==> config.mk <==
export PLATFORM = sky130hd
export DESIGN_NAME = pwm_tone_sequencer_flat
export DESIGN_NICKNAME = d
export VERILOG_FILES = /design/src/rtl/core/pwmts_pkg.sv /design/src/rtl/core/pwmts_if.sv /design/src/rtl/core/pwmts_tone_mem.sv /design/src/rtl/core/pwmts_div.sv /design/src/rtl/core/pwm_tone_sequencer.sv /design/src/flat_wrapper.sv
export SDC_FILE = /design/constraint.sdc
export NUM_CORES = 2
export LEC_CHECK = 0
export BUFFER_PORTS_ARGS = -buffer_cell sky130_fd_sc_hd__buf_2
export CORE_UTILIZATION = 65
export DETAILED_ROUTE_END_ITERATION = 8
export GPL_TIMING_DRIVEN = 1
export PLACE_DENSITY = 0.82
export SLEW_MARGIN = 20
export SYNTH_ARGS = -nofsm -noshare
export SYNTH_HDL_FRONTEND = slang
export SYNTH_SLANG_ARGS = --single-unit
==> constraint.sdc <==
create_clock -name clk -period 27.7 [get_ports clk]
set_input_delay 2.77 -clock clk [delete_from_list [all_inputs] [get_ports clk]]
set_output_delay 2.77 -clock clk [all_outputs]
set_load 0.03 [all_outputs]
==> src/rtl/core/pwmts_pkg.sv <==
// Package of the PWM tone sequencer: command and register codes, tone entry
// layouts and arithmetic constants. No dependencies.
`timescale 1ns / 1ps
`default_nettype none

package pwmts_pkg;

  // Input commands
  typedef enum logic [1:0] {
    CMD_WRITE = 2'd0,
    CMD_START = 2'd1,
    CMD_TICK  = 2'd2,
    CMD_NONE  = 2'd3
  } cmd_t;

  // Configuration register indexes
  localparam int CFG_IDX_W  = 2;
  localparam int CFG_DATA_W = 10;
  localparam logic [CFG_IDX_W-1:0] CFG_VOLUME = 2'd0;
  localparam logic [CFG_IDX_W-1:0] CFG_INVERT = 2'd1;

  localparam logic [9:0] VOLUME_RESET = 10'd1023;
  localparam logic       INVERT_RESET = 1'b1;

  // Period arithmetic: 1e6 us divided by the mean frequency, capped
  localparam int              QUO_W      = 20;
  localparam logic [QUO_W-1:0] DIVIDEND  = 20'd1000000;
  localparam logic [15:0]     PERIOD_CAP = 16'hfff0;
  localparam int              LEVEL_SHIFT = 11;

  // Tone entry layouts as stored in the tone memory
  typedef struct packed {
    logic [15:0] end_freq;
    logic [15:0] start_freq;
  } tone_pitch_t;

  typedef struct packed {
    logic [15:0] duration;
    logic [9:0]  end_level;
    logic [9:0]  start_level;
  } tone_lt_t;

endpackage

`default_nettype wire

==> src/rtl/core/pwmts_if.sv <==
// Channel interfaces of the PWM tone sequencer: input items, results and
// configuration writes. Uses pwmts_pkg for the configuration widths.
`timescale 1ns / 1ps
`default_nettype none

interface pwmts_in_if;
  logic        valid;
  logic        ready;
  logic [1:0]  command;
  logic [3:0]  tone_index;
  logic [15:0] start_frequency;
  logic [15:0] end_frequency;
  logic [9:0]  start_level;
  logic [9:0]  end_level;
  logic [15:0] duration_ms;
  logic [4:0]  tone_count;

  modport source (output valid, command, tone_index, start_frequency, end_frequency,
                  start_level, end_level, duration_ms, tone_count, input ready);
  modport sink   (input valid, command, tone_index, start_frequency, end_frequency,
                  start_level, end_level, duration_ms, tone_count, output ready);
endinterface

interface pwmts_out_if;
  logic        valid;
  logic        ready;
  logic        drive_on;
  logic [15:0] period_us;
  logic [15:0] duty_us;
  logic        tone_changed;
  logic [3:0]  playing_index;

  modport source (output valid, drive_on, period_us, duty_us, tone_changed, playing_index,
                  input ready);
  modport sink   (input valid, drive_on, period_us, duty_us, tone_changed, playing_index,
                  output ready);
endinterface

interface pwmts_cfg_if;
  logic                             valid;
  logic                             ready;
  logic [pwmts_pkg::CFG_IDX_W-1:0]  index;
  logic [pwmts_pkg::CFG_DATA_W-1:0] data;

  modport source (output valid, index, data, input ready);
  modport sink   (input valid, index, data, output ready);
endinterface

`default_nettype wire

==> src/rtl/core/pwmts_tone_mem.sv <==
// Tone table of the PWM tone sequencer: pitch and level/duration memories,
// one write port and one registered read port. Uses pwmts_pkg entry types.
`timescale 1ns / 1ps
`default_nettype none

module pwmts_tone_mem #(
  parameter int DEPTH = 16,
  localparam int ADDR_W = (DEPTH > 1) ? $clog2(DEPTH) : 1
) (
  input  wire                          clk,
  input  wire                          wr_en,
  input  wire [ADDR_W-1:0]             wr_addr,
  input  wire pwmts_pkg::tone_pitch_t  wr_pitch,
  input  wire pwmts_pkg::tone_lt_t     wr_lt,
  input  wire                          rd_en,
  input  wire [ADDR_W-1:0]             rd_addr,
  output pwmts_pkg::tone_pitch_t       rd_pitch,
  output pwmts_pkg::tone_lt_t          rd_lt
);

  pwmts_pkg::tone_pitch_t pitch_mem [DEPTH];
  pwmts_pkg::tone_lt_t    lt_mem    [DEPTH];
  pwmts_pkg::tone_pitch_t rd_pitch_r;
  pwmts_pkg::tone_lt_t    rd_lt_r;

  // Write port
  always_ff @(posedge clk) begin
    if (wr_en) begin
      pitch_mem[wr_addr] <= wr_pitch;
      lt_mem[wr_addr]    <= wr_lt;
    end
  end

  // Read port, registered
  always_ff @(posedge clk) begin
    if (rd_en) begin
      rd_pitch_r <= pitch_mem[rd_addr];
      rd_lt_r    <= lt_mem[rd_addr];
    end
  end

  assign rd_pitch = rd_pitch_r;
  assign rd_lt    = rd_lt_r;

endmodule

`default_nettype wire

==> src/rtl/core/pwmts_div.sv <==
// Serial radix-2 restoring divider: constant dividend (1e6) by a 16-bit
// divisor, one quotient bit per cycle. Uses pwmts_pkg constants.
`timescale 1ns / 1ps
`default_nettype none

module pwmts_div (
  input  wire                         clk,
  input  wire                         rst_n,
  input  wire                         start,
  input  wire  [15:0]                 divisor,
  output logic                        done,
  output logic [pwmts_pkg::QUO_W-1:0] quotient
);

  localparam int QW    = pwmts_pkg::QUO_W;
  localparam int CNT_W = $clog2(QW);

  logic              busy_r, busy_nxt;
  logic              done_r, done_nxt;
  logic [CNT_W-1:0]  cnt_r, cnt_nxt;
  logic [15:0]       rem_r, rem_nxt;
  logic [QW-1:0]     quo_r, quo_nxt;
  logic [15:0]       dvs_r, dvs_nxt;
  logic [16:0]       shifted;
  logic              ge;

  // One restoring step: shift in the next dividend bit, try to subtract
  always_comb begin
    shifted  = {rem_r, quo_r[QW-1]};
    ge       = shifted >= {1'b0, dvs_r};
    busy_nxt = busy_r;
    done_nxt = 1'b0;
    cnt_nxt  = cnt_r;
    rem_nxt  = rem_r;
    quo_nxt  = quo_r;
    dvs_nxt  = dvs_r;
    if (start) begin
      busy_nxt = 1'b1;
      cnt_nxt  = CNT_W'(QW - 1);
      rem_nxt  = '0;
      quo_nxt  = pwmts_pkg::DIVIDEND;
      dvs_nxt  = divisor;
    end else if (busy_r) begin
      rem_nxt = ge ? 16'(shifted - {1'b0, dvs_r}) : shifted[15:0];
      quo_nxt = {quo_r[QW-2:0], ge};
      cnt_nxt = cnt_r - 1'b1;
      if (cnt_r == '0) begin
        busy_nxt = 1'b0;
        done_nxt = 1'b1;
      end
    end
  end

  always_ff @(posedge clk) begin
    if (!rst_n) begin
      busy_r <= 1'b0;
      done_r <= 1'b0;
      cnt_r  <= '0;
    end else begin
      busy_r <= busy_nxt;
      done_r <= done_nxt;
      cnt_r  <= cnt_nxt;
    end
  end

  always_ff @(posedge clk) begin
    rem_r <= rem_nxt;
    quo_r <= quo_nxt;
    dvs_r <= dvs_nxt;
  end

  assign done     = done_r;
  assign quotient = quo_r;

endmodule

`default_nettype wire

==> src/rtl/core/pwm_tone_sequencer.sv <==
// PWM tone sequencer top level: tone table memory, period divider and the
// sequencing control. Uses pwmts_pkg, pwmts_if, pwmts_tone_mem, pwmts_div.
//
// Usage:
//   in_ch  : valid/ready item channel. Commands write a tone entry, start
//            playback of tone_count entries, or deliver a 1 ms tick.
//   out_ch : valid/ready result channel, exactly one result per item with the
//            drive state, PWM period and duty and the sounding tone index.
//   cfg_ch : valid/ready register write (0 volume, 1 invert_duty), always
//            ready; write it only while no item is in flight.
// Sequencing: one item at a time. An item that begins a new tone passes from
//   acceptance to result through one memory read, 20 divider steps for the
//   period, one level multiply overlapped with the divider, one duty multiply,
//   one commit and the result load. Other items go straight to the result load.
// Reset (rst_n, synchronous, active low): drive off, no tones loaded, volume
//   1023, invert_duty 1. The tone table is not cleared; play only written
//   entries.
// Stall: the result sits in an output register; the next item is accepted
//   while it waits, and that item's result is held back until out_ch.ready.
`timescale 1ns / 1ps
`default_nettype none

module pwm_tone_sequencer #(
  parameter int MAX_TONES = 16
) (
  input  wire            clk,
  input  wire            rst_n,
  pwmts_in_if.sink       in_ch,
  pwmts_out_if.source    out_ch,
  pwmts_cfg_if.sink      cfg_ch
);

  localparam int ADDR_W = (MAX_TONES > 1) ? $clog2(MAX_TONES) : 1;
  localparam int POS_W  = $clog2(MAX_TONES + 1);
  localparam int QW     = pwmts_pkg::QUO_W;
  localparam int LS     = pwmts_pkg::LEVEL_SHIFT;

  typedef enum logic [5:0] {
    S_IDLE   = 6'b000001,
    S_FETCH  = 6'b000010,
    S_DIV    = 6'b000100,
    S_MUL    = 6'b001000,
    S_COMMIT = 6'b010000,
    S_DONE   = 6'b100000
  } state_t;

  state_t            state_r, state_nxt;

  // Sequencing state
  logic [POS_W-1:0]  loaded_r, loaded_nxt;
  logic [POS_W-1:0]  next_pos_r, next_pos_nxt;
  logic [15:0]       rem_ms_r, rem_ms_nxt;
  logic              drive_r, drive_nxt;
  logic [15:0]       cur_period_r, cur_period_nxt;
  logic [15:0]       cur_duty_r, cur_duty_nxt;
  logic              changed_r, changed_nxt;

  // Configuration registers
  logic [9:0]        volume_r, volume_nxt;
  logic              invert_r, invert_nxt;

  // Per-tone working registers
  logic              mean_zero_r, mean_zero_nxt;
  logic [9:0]        lvl_r, lvl_nxt;
  logic [8:0]        lvl_scaled_r, lvl_scaled_nxt;
  logic [15:0]       dur_r, dur_nxt;
  logic [15:0]       period_r, period_nxt;
  logic [13:0]       duty_raw_r, duty_raw_nxt;

  // Output register
  logic              out_valid_r, out_valid_nxt;
  logic              out_drive_r, out_drive_nxt;
  logic [15:0]       out_period_r, out_period_nxt;
  logic [15:0]       out_duty_r, out_duty_nxt;
  logic              out_changed_r, out_changed_nxt;
  logic [3:0]        out_index_r, out_index_nxt;

  // Memory and divider hookup
  logic                   mem_wr_en;
  logic [ADDR_W-1:0]      mem_wr_addr;
  pwmts_pkg::tone_pitch_t mem_wr_pitch;
  pwmts_pkg::tone_lt_t    mem_wr_lt;
  logic                   mem_rd_en;
  logic [ADDR_W-1:0]      mem_rd_addr;
  pwmts_pkg::tone_pitch_t mem_rd_pitch;
  pwmts_pkg::tone_lt_t    mem_rd_lt;
  logic                   div_start;
  logic                   div_done;
  logic [QW-1:0]          div_quo;

  // Decode helpers
  logic                   in_fire;
  logic                   idx_ok;
  logic [POS_W-1:0]       count_sat;
  logic [15:0]            rem_dec;
  logic [16:0]            freq_sum;
  logic [10:0]            lvl_sum;
  logic [19:0]            vol_prod;
  logic [24:0]            duty_prod;

  pwmts_tone_mem #(
    .DEPTH (MAX_TONES)
  ) u_mem (
    .clk      (clk),
    .wr_en    (mem_wr_en),
    .wr_addr  (mem_wr_addr),
    .wr_pitch (mem_wr_pitch),
    .wr_lt    (mem_wr_lt),
    .rd_en    (mem_rd_en),
    .rd_addr  (mem_rd_addr),
    .rd_pitch (mem_rd_pitch),
    .rd_lt    (mem_rd_lt)
  );

  pwmts_div u_div (
    .clk      (clk),
    .rst_n    (rst_n),
    .start    (div_start),
    .divisor  (freq_sum[16:1]),
    .done     (div_done),
    .quotient (div_quo)
  );

  assign in_ch.ready  = (state_r == S_IDLE);
  assign cfg_ch.ready = 1'b1;
  assign in_fire      = in_ch.valid && (state_r == S_IDLE);

  // Table write on a write transaction inside the table
  assign idx_ok        = 32'(in_ch.tone_index) < 32'(MAX_TONES);
  assign mem_wr_en     = in_fire && (in_ch.command == pwmts_pkg::CMD_WRITE) && idx_ok;
  assign mem_wr_addr   = ADDR_W'(in_ch.tone_index);
  assign mem_wr_pitch  = '{end_freq: in_ch.end_frequency, start_freq: in_ch.start_frequency};
  assign mem_wr_lt     = '{duration: in_ch.duration_ms, end_level: in_ch.end_level,
                           start_level: in_ch.start_level};

  assign count_sat = (32'(in_ch.tone_count) > 32'(MAX_TONES)) ? POS_W'(MAX_TONES)
                                                              : POS_W'(in_ch.tone_count);
  assign rem_dec   = (rem_ms_r != 16'd0) ? rem_ms_r - 16'd1 : 16'd0;

  // Mean frequency and mean level of the fetched entry; the mean of two
  // 10-bit levels never exceeds 1023, so its cap is implicit
  assign freq_sum  = 17'(mem_rd_pitch.start_freq) + 17'(mem_rd_pitch.end_freq);
  assign lvl_sum   = 11'(mem_rd_lt.start_level) + 11'(mem_rd_lt.end_level);
  assign vol_prod  = 20'(lvl_r) * 20'(volume_r);
  assign duty_prod = 25'(period_r) * 25'(lvl_scaled_r);

  // Sequencer
  always_comb begin
    state_nxt      = state_r;
    loaded_nxt     = loaded_r;
    next_pos_nxt   = next_pos_r;
    rem_ms_nxt     = rem_ms_r;
    drive_nxt      = drive_r;
    cur_period_nxt = cur_period_r;
    cur_duty_nxt   = cur_duty_r;
    changed_nxt    = changed_r;
    mean_zero_nxt  = mean_zero_r;
    lvl_nxt        = lvl_r;
    lvl_scaled_nxt = lvl_scaled_r;
    dur_nxt        = dur_r;
    period_nxt     = period_r;
    duty_raw_nxt   = duty_raw_r;
    mem_rd_en      = 1'b0;
    mem_rd_addr    = ADDR_W'(next_pos_r);
    div_start      = 1'b0;

    out_valid_nxt   = out_valid_r && !out_ch.ready;
    out_drive_nxt   = out_drive_r;
    out_period_nxt  = out_period_r;
    out_duty_nxt    = out_duty_r;
    out_changed_nxt = out_changed_r;
    out_index_nxt   = out_index_r;

    unique case (state_r)
      S_IDLE: begin
        if (in_fire) begin
          changed_nxt = 1'b0;
          state_nxt   = S_DONE;
          unique case (in_ch.command)
            pwmts_pkg::CMD_START: begin
              loaded_nxt   = count_sat;
              next_pos_nxt = '0;
              rem_ms_nxt   = 16'd0;
              if (count_sat == '0) begin
                drive_nxt = 1'b0;
              end else begin
                mem_rd_en   = 1'b1;
                mem_rd_addr = '0;
                state_nxt   = S_FETCH;
              end
            end
            pwmts_pkg::CMD_TICK: begin
              if (loaded_r == '0) begin
                drive_nxt = 1'b0;
              end else begin
                rem_ms_nxt = rem_dec;
                if (rem_dec == 16'd0) begin
                  if (next_pos_r >= loaded_r) begin
                    drive_nxt = 1'b0;
                  end else begin
                    mem_rd_en = 1'b1;
                    state_nxt = S_FETCH;
                  end
                end
              end
            end
            default: ;
          endcase
        end
      end
      S_FETCH: begin
        div_start     = 1'b1;
        mean_zero_nxt = (freq_sum[16:1] == 16'd0);
        lvl_nxt       = lvl_sum[10:1];
        dur_nxt       = mem_rd_lt.duration;
        state_nxt     = S_DIV;
      end
      S_DIV: begin
        // level scaling runs alongside the divider
        lvl_scaled_nxt = vol_prod[19:LS];
        if (div_done) begin
          if (mean_zero_r || (div_quo > QW'(pwmts_pkg::PERIOD_CAP))) begin
            period_nxt = pwmts_pkg::PERIOD_CAP;
          end else begin
            period_nxt = div_quo[15:0];
          end
          state_nxt = S_MUL;
        end
      end
      S_MUL: begin
        duty_raw_nxt = duty_prod[24:LS];
        state_nxt    = S_COMMIT;
      end
      S_COMMIT: begin
        cur_period_nxt = period_r;
        cur_duty_nxt   = invert_r ? period_r - 16'(duty_raw_r) : 16'(duty_raw_r);
        rem_ms_nxt     = dur_r;
        drive_nxt      = 1'b1;
        next_pos_nxt   = next_pos_r + 1'b1;
        changed_nxt    = 1'b1;
        state_nxt      = S_DONE;
      end
      S_DONE: begin
        // load the result once the output register is free
        if (!out_valid_r || out_ch.ready) begin
          out_valid_nxt   = 1'b1;
          out_drive_nxt   = drive_r;
          out_period_nxt  = drive_r ? cur_period_r : 16'd0;
          out_duty_nxt    = drive_r ? cur_duty_r : 16'd0;
          out_changed_nxt = changed_r;
          out_index_nxt   = (drive_r && next_pos_r != '0) ? 4'(next_pos_r - 1'b1) : 4'd0;
          state_nxt       = S_IDLE;
        end
      end
      default: state_nxt = S_IDLE;
    endcase
  end

  // Configuration writes
  always_comb begin
    volume_nxt = volume_r;
    invert_nxt = invert_r;
    if (cfg_ch.valid) begin
      unique case (cfg_ch.index)
        pwmts_pkg::CFG_VOLUME: volume_nxt = cfg_ch.data;
        pwmts_pkg::CFG_INVERT: invert_nxt = cfg_ch.data[0];
        default: ;
      endcase
    end
  end

  // Control state
  always_ff @(posedge clk) begin
    if (!rst_n) begin
      state_r      <= S_IDLE;
      loaded_r     <= '0;
      next_pos_r   <= '0;
      rem_ms_r     <= 16'd0;
      drive_r      <= 1'b0;
      cur_period_r <= 16'd0;
      cur_duty_r   <= 16'd0;
      changed_r    <= 1'b0;
      volume_r     <= pwmts_pkg::VOLUME_RESET;
      invert_r     <= pwmts_pkg::INVERT_RESET;
      out_valid_r  <= 1'b0;
    end else begin
      state_r      <= state_nxt;
      loaded_r     <= loaded_nxt;
      next_pos_r   <= next_pos_nxt;
      rem_ms_r     <= rem_ms_nxt;
      drive_r      <= drive_nxt;
      cur_period_r <= cur_period_nxt;
      cur_duty_r   <= cur_duty_nxt;
      changed_r    <= changed_nxt;
      volume_r     <= volume_nxt;
      invert_r     <= invert_nxt;
      out_valid_r  <= out_valid_nxt;
    end
  end

  // Working and result payload
  always_ff @(posedge clk) begin
    mean_zero_r   <= mean_zero_nxt;
    lvl_r         <= lvl_nxt;
    lvl_scaled_r  <= lvl_scaled_nxt;
    dur_r         <= dur_nxt;
    period_r      <= period_nxt;
    duty_raw_r    <= duty_raw_nxt;
    out_drive_r   <= out_drive_nxt;
    out_period_r  <= out_period_nxt;
    out_duty_r    <= out_duty_nxt;
    out_changed_r <= out_changed_nxt;
    out_index_r   <= out_index_nxt;
  end

  assign out_ch.valid         = out_valid_r;
  assign out_ch.drive_on      = out_drive_r;
  assign out_ch.period_us     = out_period_r;
  assign out_ch.duty_us       = out_duty_r;
  assign out_ch.tone_changed  = out_changed_r;
  assign out_ch.playing_index = out_index_r;

endmodule

`default_nettype wire

==> src/flat_wrapper.sv <==
// flat-port wrapper written by rule: the top's interface ports become plain ports
module pwm_tone_sequencer_flat 
#(
  parameter int MAX_TONES = 16
)
  (clk, rst_n, in_ch_valid, in_ch_command, in_ch_tone_index, in_ch_start_frequency, in_ch_end_frequency, in_ch_start_level, in_ch_end_level, in_ch_duration_ms, in_ch_tone_count, in_ch_ready, out_ch_valid, out_ch_drive_on, out_ch_period_us, out_ch_duty_us, out_ch_tone_changed, out_ch_playing_index, out_ch_ready, cfg_ch_valid, cfg_ch_index, cfg_ch_data, cfg_ch_ready);
  pwmts_in_if in_ch_i ();
  pwmts_out_if out_ch_i ();
  pwmts_cfg_if cfg_ch_i ();
  input  wire clk;
  input  wire rst_n;
  input wire logic [$bits(in_ch_i.valid)-1:0] in_ch_valid;
  input wire logic [$bits(in_ch_i.command)-1:0] in_ch_command;
  input wire logic [$bits(in_ch_i.tone_index)-1:0] in_ch_tone_index;
  input wire logic [$bits(in_ch_i.start_frequency)-1:0] in_ch_start_frequency;
  input wire logic [$bits(in_ch_i.end_frequency)-1:0] in_ch_end_frequency;
  input wire logic [$bits(in_ch_i.start_level)-1:0] in_ch_start_level;
  input wire logic [$bits(in_ch_i.end_level)-1:0] in_ch_end_level;
  input wire logic [$bits(in_ch_i.duration_ms)-1:0] in_ch_duration_ms;
  input wire logic [$bits(in_ch_i.tone_count)-1:0] in_ch_tone_count;
  output wire logic [$bits(in_ch_i.ready)-1:0] in_ch_ready;
  output wire logic [$bits(out_ch_i.valid)-1:0] out_ch_valid;
  output wire logic [$bits(out_ch_i.drive_on)-1:0] out_ch_drive_on;
  output wire logic [$bits(out_ch_i.period_us)-1:0] out_ch_period_us;
  output wire logic [$bits(out_ch_i.duty_us)-1:0] out_ch_duty_us;
  output wire logic [$bits(out_ch_i.tone_changed)-1:0] out_ch_tone_changed;
  output wire logic [$bits(out_ch_i.playing_index)-1:0] out_ch_playing_index;
  input wire logic [$bits(out_ch_i.ready)-1:0] out_ch_ready;
  input wire logic [$bits(cfg_ch_i.valid)-1:0] cfg_ch_valid;
  input wire logic [$bits(cfg_ch_i.index)-1:0] cfg_ch_index;
  input wire logic [$bits(cfg_ch_i.data)-1:0] cfg_ch_data;
  output wire logic [$bits(cfg_ch_i.ready)-1:0] cfg_ch_ready;
  assign in_ch_i.valid = in_ch_valid;
  assign in_ch_i.command = in_ch_command;
  assign in_ch_i.tone_index = in_ch_tone_index;
  assign in_ch_i.start_frequency = in_ch_start_frequency;
  assign in_ch_i.end_frequency = in_ch_end_frequency;
  assign in_ch_i.start_level = in_ch_start_level;
  assign in_ch_i.end_level = in_ch_end_level;
  assign in_ch_i.duration_ms = in_ch_duration_ms;
  assign in_ch_i.tone_count = in_ch_tone_count;
  assign in_ch_ready = in_ch_i.ready;
  assign out_ch_valid = out_ch_i.valid;
  assign out_ch_drive_on = out_ch_i.drive_on;
  assign out_ch_period_us = out_ch_i.period_us;
  assign out_ch_duty_us = out_ch_i.duty_us;
  assign out_ch_tone_changed = out_ch_i.tone_changed;
  assign out_ch_playing_index = out_ch_i.playing_index;
  assign out_ch_i.ready = out_ch_ready;
  assign cfg_ch_i.valid = cfg_ch_valid;
  assign cfg_ch_i.index = cfg_ch_index;
  assign cfg_ch_i.data = cfg_ch_data;
  assign cfg_ch_ready = cfg_ch_i.ready;
  pwm_tone_sequencer #(.MAX_TONES(MAX_TONES)) u_core (.clk(clk), .rst_n(rst_n), .in_ch(in_ch_i), .out_ch(out_ch_i), .cfg_ch(cfg_ch_i));
endmodule
After elaboration in Yosys (flattened, before gate mapping)

Memory sizes are Yosys's and may differ from the RTL's. A register that Yosys moved wholly into a read port is not among the register bits.
Cells that the tools add are included.
W data, S select, Z words.

Register bits after elaboration: 241
Bits in writable memories: 1088
Input port bits: 96
Output and inout bits: 41
Word-level logic and storage cells: 147
Memories: 2

Add/sub/neg operators: 8
$mul: 2
Order comparisons: 4
Equality and inequality tests: 18
Mux-type cells: 51
Bitwise gates (word level): 2
Reduce and logical (&&, ||, !) cells: 31

Memory list:

| name                   | depth | width | read ports | clocked after memory_dff | write ports | RTL line             | text |
|---|---|---|---|---|---|---|---|
| u_core.u_mem.lt_mem    | 16    | 36    | 1          | 1                        | 1           | pwmts_tone_mem.sv:22 | `pwmts_pkg::tone_lt_t lt_mem [DEPTH];` |
| u_core.u_mem.pitch_mem | 16    | 32    | 1          | 1                        | 1           | pwmts_tone_mem.sv:21 | `pwmts_pkg::tone_pitch_t pitch_mem [DEPTH];` |

Operators by type and width:

| kind                    | count |
|---|---|
| $mux W16                | 5 |
| $pmux W16 S2            | 2 |
| $mux W6                 | 7 |
| $pmux W6 S6             | 1 |
| $logic_not A16 Y1       | 2 |
| $mul A16 B9 Y25         | 1 |
| $mux W5                 | 5 |
| $mux W1                 | 21 |
| $gt A20 B16 Y1 const B  | 1 |
| $mul A10 B10 Y20        | 1 |
| $add A16 B16 Y17        | 1 |
| $ge A17 B16 Y1          | 1 |
| $mux W4                 | 4 |
| $reduce_bool A16 Y1     | 1 |
| $sub A16 B1 Y16 const B | 1 |
| $sub A16 B14 Y16        | 1 |
| $sub A16 B16 Y16        | 1 |
| $logic_not A5 Y1        | 3 |
| $pmux W6 S2             | 1 |
| $add A10 B10 Y11        | 1 |
| $pmux W5 S2             | 1 |
| $reduce_and A2 Y1       | 5 |
| $reduce_and A3 Y1       | 3 |
| $ne A4 B2 Y1 const B    | 2 |
| 30 further kinds        | 44 |

Depth between registers and ports, before layout

Depth after elaboration: 8
Gate-level depth with buffers: 21
Mapped depth without buffers: 20

Modules after synthesis

A second synthesis with hierarchy kept.

Cell total of the unflattened synthesis: 3822
Area total of the unflattened synthesis: 62228.4 µm²

Modules (own cells, without submodules):

| module             | instances | cells each | area each (µm²) | sequential area each (µm²) |
|---|---|---|---|---|
| pwmts_tone_mem     | 1         | 1750       | 42663.4         | 34713.3 |
| pwm_tone_sequencer | 1         | 1747       | 16453.3         | 4684.5 |
| pwmts_div          | 1         | 325        | 3111.7          | 1341.3 |

Worst setup path after synthesis

Ideal clock, no wire load.

Kind: input -> register
Start point: in in_ch_valid
End point: mem u_core.u_mem.lt_mem[0][0] (netlist name), enable pin
Library setup time: 689 ps
Arrival: 10241 ps
Data required time: 27011 ps
Path slack: 16770 ps
Stages: 5
Buffers on the path: 1
Cells stage by stage: and2_1 -> buf_6 -> nand2_1 -> nor2_1 -> nor4b_1

Cells in the longest elaborated chain, start to end: 4

Ends and longest elaborated chain:

| element                       | RTL line                  | text |
|---|---|---|
| start: declaration            | flat_wrapper.sv:12        | `input wire logic [$bits(in_ch_i.valid)-1:0] in_ch_valid;` |
| $logic_and A1 B1 Y1           | pwm_tone_sequencer.sv:126 | `assign in_fire = in_ch.valid && (state_r == S_IDLE);` |
| $logic_and A1 B1 Y1           | pwm_tone_sequencer.sv:130 | `assign mem_wr_en = in_fire && (in_ch.command == pwmts_pkg::CMD_WRITE) && idx_ok;` |
| $mux W1                       | pwmts_tone_mem.sv:28      | `if (wr_en) begin` |
| $mux W1 (not written as such) | pwmts_tone_mem.sv:30      | `lt_mem[wr_addr] <= wr_lt;` |
| end: declaration              | pwmts_tone_mem.sv:22      |  |

Every way passes these cells.

Worst setup path after layout

Start point: in in_ch_tone_count[0]
End point: reg u_core.u_mem.rd_lt[11] (netlist name)

Cells in the longest elaborated chain, start to end: 7

Ends and longest elaborated chain:

| element                                       | RTL line                  | text |
|---|---|---|
| start: declaration                            | flat_wrapper.sv:20        | `input wire logic [$bits(in_ch_i.tone_count)-1:0] in_ch_tone_count;` |
| $gt A5 B5 Y1                                  | pwm_tone_sequencer.sv:136 | `assign count_sat = (32'(in_ch.tone_count) > 32'(MAX_TONES)) ? POS_W'(MAX_TONES)` |
| $mux W5 *                                     | pwm_tone_sequencer.sv:136 |  |
| $logic_not A5 Y1 *                            | pwm_tone_sequencer.sv:184 | `if (count_sat == '0) begin` |
| $mux W1 / $mux W4 (equally long branches)     | pwm_tone_sequencer.sv:184 |  |
| $pmux W1 S2 / $mux W4 (equally long branches) | pwm_tone_sequencer.sv:179 | `unique case (in_ch.command)` |
| $mux W1 / $mux W4 (equally long branches)     | pwm_tone_sequencer.sv:176 | `if (in_fire) begin` |
| $mux W1 / $mux W4 (equally long branches)     | pwm_tone_sequencer.sv:174 | `unique case (state_r)` |

Mark *: on every way between the ends. The rest lies on a longest branch, timed or not.
A chain may end at the register's enable or synchronous reset.

==> results.cfg <==
[clocking]
cts_root_buf = clkbuf_16
cts_resized = 0
numCtsBuffers = 138
cts_max_path_buffers = 3
htreeDepth = 4
clkSinkCount = 1397
cts_tree = built
clk-insertion-delay-late_ns = 0.77
postCtsHoldBufs = 0
cts_setup_buffers = 0
path_clk_slew_ns = 0.06

[worst_hold_path]
hold_path_startpoint = u_core.u_mem.rd_lt[22]
worst_hold_path_type = reg -> reg

[yosys]
synth.top_cell.area_share_pct = 59.1
synth_top_area_cell = edfxtp_1
synth_edf_count = 1276
synth.distinct_cells = 77
synthAdderAreaFrac_pct = 8.16
ys_warn_count = 0
synth.area.mux_share_pct = 2.95
ys_ff_latch = 1397
syn-num-nets = 5310
ys_seq_area_share_pct = 62.8
synth_cells = 4889
synth-compound-area-share_pct = 9.44
synth_top_flop_cell = edfxtp_1
synth_xor_area_share_pct = 1.01
avgSynthCellArea_um2 = 13.3
syn_area_um2 = 64800
synth_top_family_by_area = simple AND/OR/NAND/NOR gates
synth.most_common_cell = edfxtp_1
async_flop_share_pct = 0
synth-simple-area-share_pct = 11.9
synth_commonest_cells = edfxtp_1 (1276), nand2_1 (487), nor2_1 (259), inv_1 (250), clkbuf_1 (248)
synthTopCellsByArea = edfxtp_1 (59%), fa_1 (5.0%), dfxtp_1 (3.7%)

[detailed_routing]
drt_iter0_markers = 5330
vias = 42000
first_pass_iters = 8
drtAntennaViolNets = 0
avgViaCountPerCell = 6.69
wire_per_inst_um = 25.4
finalWirelength_mm = 160
drc_errors = 2

[sta]
rsz0062_at_grt = false
worst_pin_slew_ns = 1.23
drv_slew = 0
fmax_ghz = 0.149
period_needed_ns = 6.72
skew_ns = 0.0411
setup_violations = 0
worst_hold_slack_ns = 0.419
setup_tns_ns = 0
hold_viol_final = 0
min_period_over_period_pct = 24.3
slew_headroom_pct = 18.3

[grt]
antenna_found_initial = 27
met3_usage_pct = 7.11
grt_overflow = 0
grt_util_met2_pct = 50.5
grt_pass1_wl_mm = 243
grt-busiest-layer = met2
grt_max_degree = 209
grt_usage_pct = 31.6
grt.met1_usage_pct = 41.8
grt_pass1_vias = 41800

[critical_path]
critPathKind = in -> reg
worstPathMaxFanout = 90
crit_arrival_ns = 7.21
crit_start = in_ch_tone_count[0]
crit-reg2reg-launch = u_core.volume_r[2]
setup.worst_path.start_class = input port
crit_required_ns = 28.19
cp-end-kind = flip-flop

[layout]
final_nets = 5310
multi_input_area_um2 = 21900
layout-drive-gt1-share_pct = 13.1
register_area_um2 = 40700
syn2layout_area_growth_pct = 8.90
fin_util_pct = 71.6
fin_area_um2 = 70600
fill_cells = 6067

[die]
die_area_um2 = 101000
design.core.area_um2 = 98600
ios = 137
die_x_um = 318
die_y_um = 318
rows = 115
start_util_pct = 65.8

[place]
routabilityCongestion = 0.883
hpwl_mm = 84.7
port_buffers = 135
placed_cell_area_um2 = 66400

[status]
failed_checks = design-rule violations
outcome = finished with violations

[flow_run]
cap_violations = 0

[power]
power-per-cell-area_nw_per_um2 = 62.9
peakVddDrop_v = 0.0000564
p_leak_uw = 0.0255
power_uw = 4440
## per-stage QoR
step / setup slack [ns] / instances
2_1_floorplan: 16.77 / 4889
3_3_place_gp: 20.46 / 6036
3_5_place_dp: 20.32 / 6036
4_1_cts: 21.06 / 6277
5_1_grt: 20.81 / 6283
6_report: 20.98 / 6289
## worst paths after layout
| check | slack, ns | to | cells after the start |
|---|---|---|---|
| setup / recovery | 20.98 | u_core.u_mem.rd_lt[11] | 10 |
| setup reg to reg | 21.76 | u_core.lvl_scaled_r[7] | 20 |
| hold / removal | 0.42 | u_core.dur_r[2] | 0 |
| hold reg to reg | 0.42 | u_core.dur_r[2] | 0 |
## registers in the layout, indices dropped and copies added (netlist names), 20 cells and up
signal and count:
u_core.u_mem.rd_pitch 32, u_core.u_mem.lt_mem 576, u_core.u_div.quotient 20, u_core.u_mem.pitch_mem 512
u_core.u_mem.rd_lt 36
## cells in the final DEF (no fill, tap or decap), drive strengths merged, types with 9 or more instances in the layout
| master | netlist | routed |
|---|---|---|
| o21a | 11 | 11 |
| diode | 0 | 12 |
| clkinv | 1 | 46 |
| o21bai | 9 | 9 |
| mux4 | 68 | 68 |
| ha | 162 | 162 |
| nor2b | 16 | 16 |
| nor4 | 17 | 17 |
| nor3 | 178 | 178 |
| and3 | 143 | 143 |
| xnor2 | 44 | 44 |
| or2 | 140 | 140 |
| or3 | 9 | 9 |
| nand3 | 29 | 29 |
| and2 | 195 | 195 |
| inv | 250 | 259 |
| a21o | 15 | 15 |
| mux2i | 38 | 38 |
| dfxtp | 121 | 121 |
| o21ai | 68 | 68 |
| nand4 | 19 | 19 |
| a211oi | 150 | 150 |
| nand2 | 488 | 488 |
| xor2 | 31 | 31 |
| a31oi | 146 | 146 |
| a21oi | 94 | 94 |
| nand2b | 21 | 21 |
| clkbuf | 249 | 178 |
| buf | 88 | 197 |
| nor3b | 11 | 11 |
| fa | 163 | 163 |
| o31ai | 139 | 139 |
| o2111ai | 137 | 137 |
| nor2 | 259 | 259 |
| edfxtp | 1276 | 1276 |
## critical path, cell delays in order
cell	delay (ns)
buf_2	0.11
nor3_1	0.27
nand2_1	0.12
and2_2	0.29
nand2_8	0.42
and2_4	0.60
buf_4	0.85
buf_4	0.90
o31ai_1	0.22
mux4_2	0.50
## cell families (layout without fill, tap and decap cells)
group                    Yosys count  in the layout
other                              1             13
multiplexers                     106            106
flip-flops                      1397           1397
XOR/XNOR                          75             75
AND/OR/NAND/NOR                 1555           1555
buffers and inverters            588            689
AO/OA/AOI/OAI                    842            842
adder cells (fa/ha/maj)          325            325
## cell type report
cell class,instances,area share (%)
flip-flops and latches,1397,57.7
multi-input cells,2904,31.0
clock buffers,178,5.15
well taps,1287,2.28
repair buffers,197,1.67
inverters,251,1.34
clock inverters,63,0.845
diodes,12,0.0425
## metal layers
layer	wire length [µm]	vias to the layer above
met1	58900	20700
met4	6030	26
met3	19000	474
li1	-	18100
met2	75400	2697
met5	153	-
## where the power goes
group          total, µW  internal [µW]  leakage, µW  switching (µW)
sequential          2340           2330       0.0125            17.1
combinational        310            121       0.0110             189
clock               1790            998      0.00205             789
total               4440           3450       0.0255             995
(Power assumes the default switching activity.)
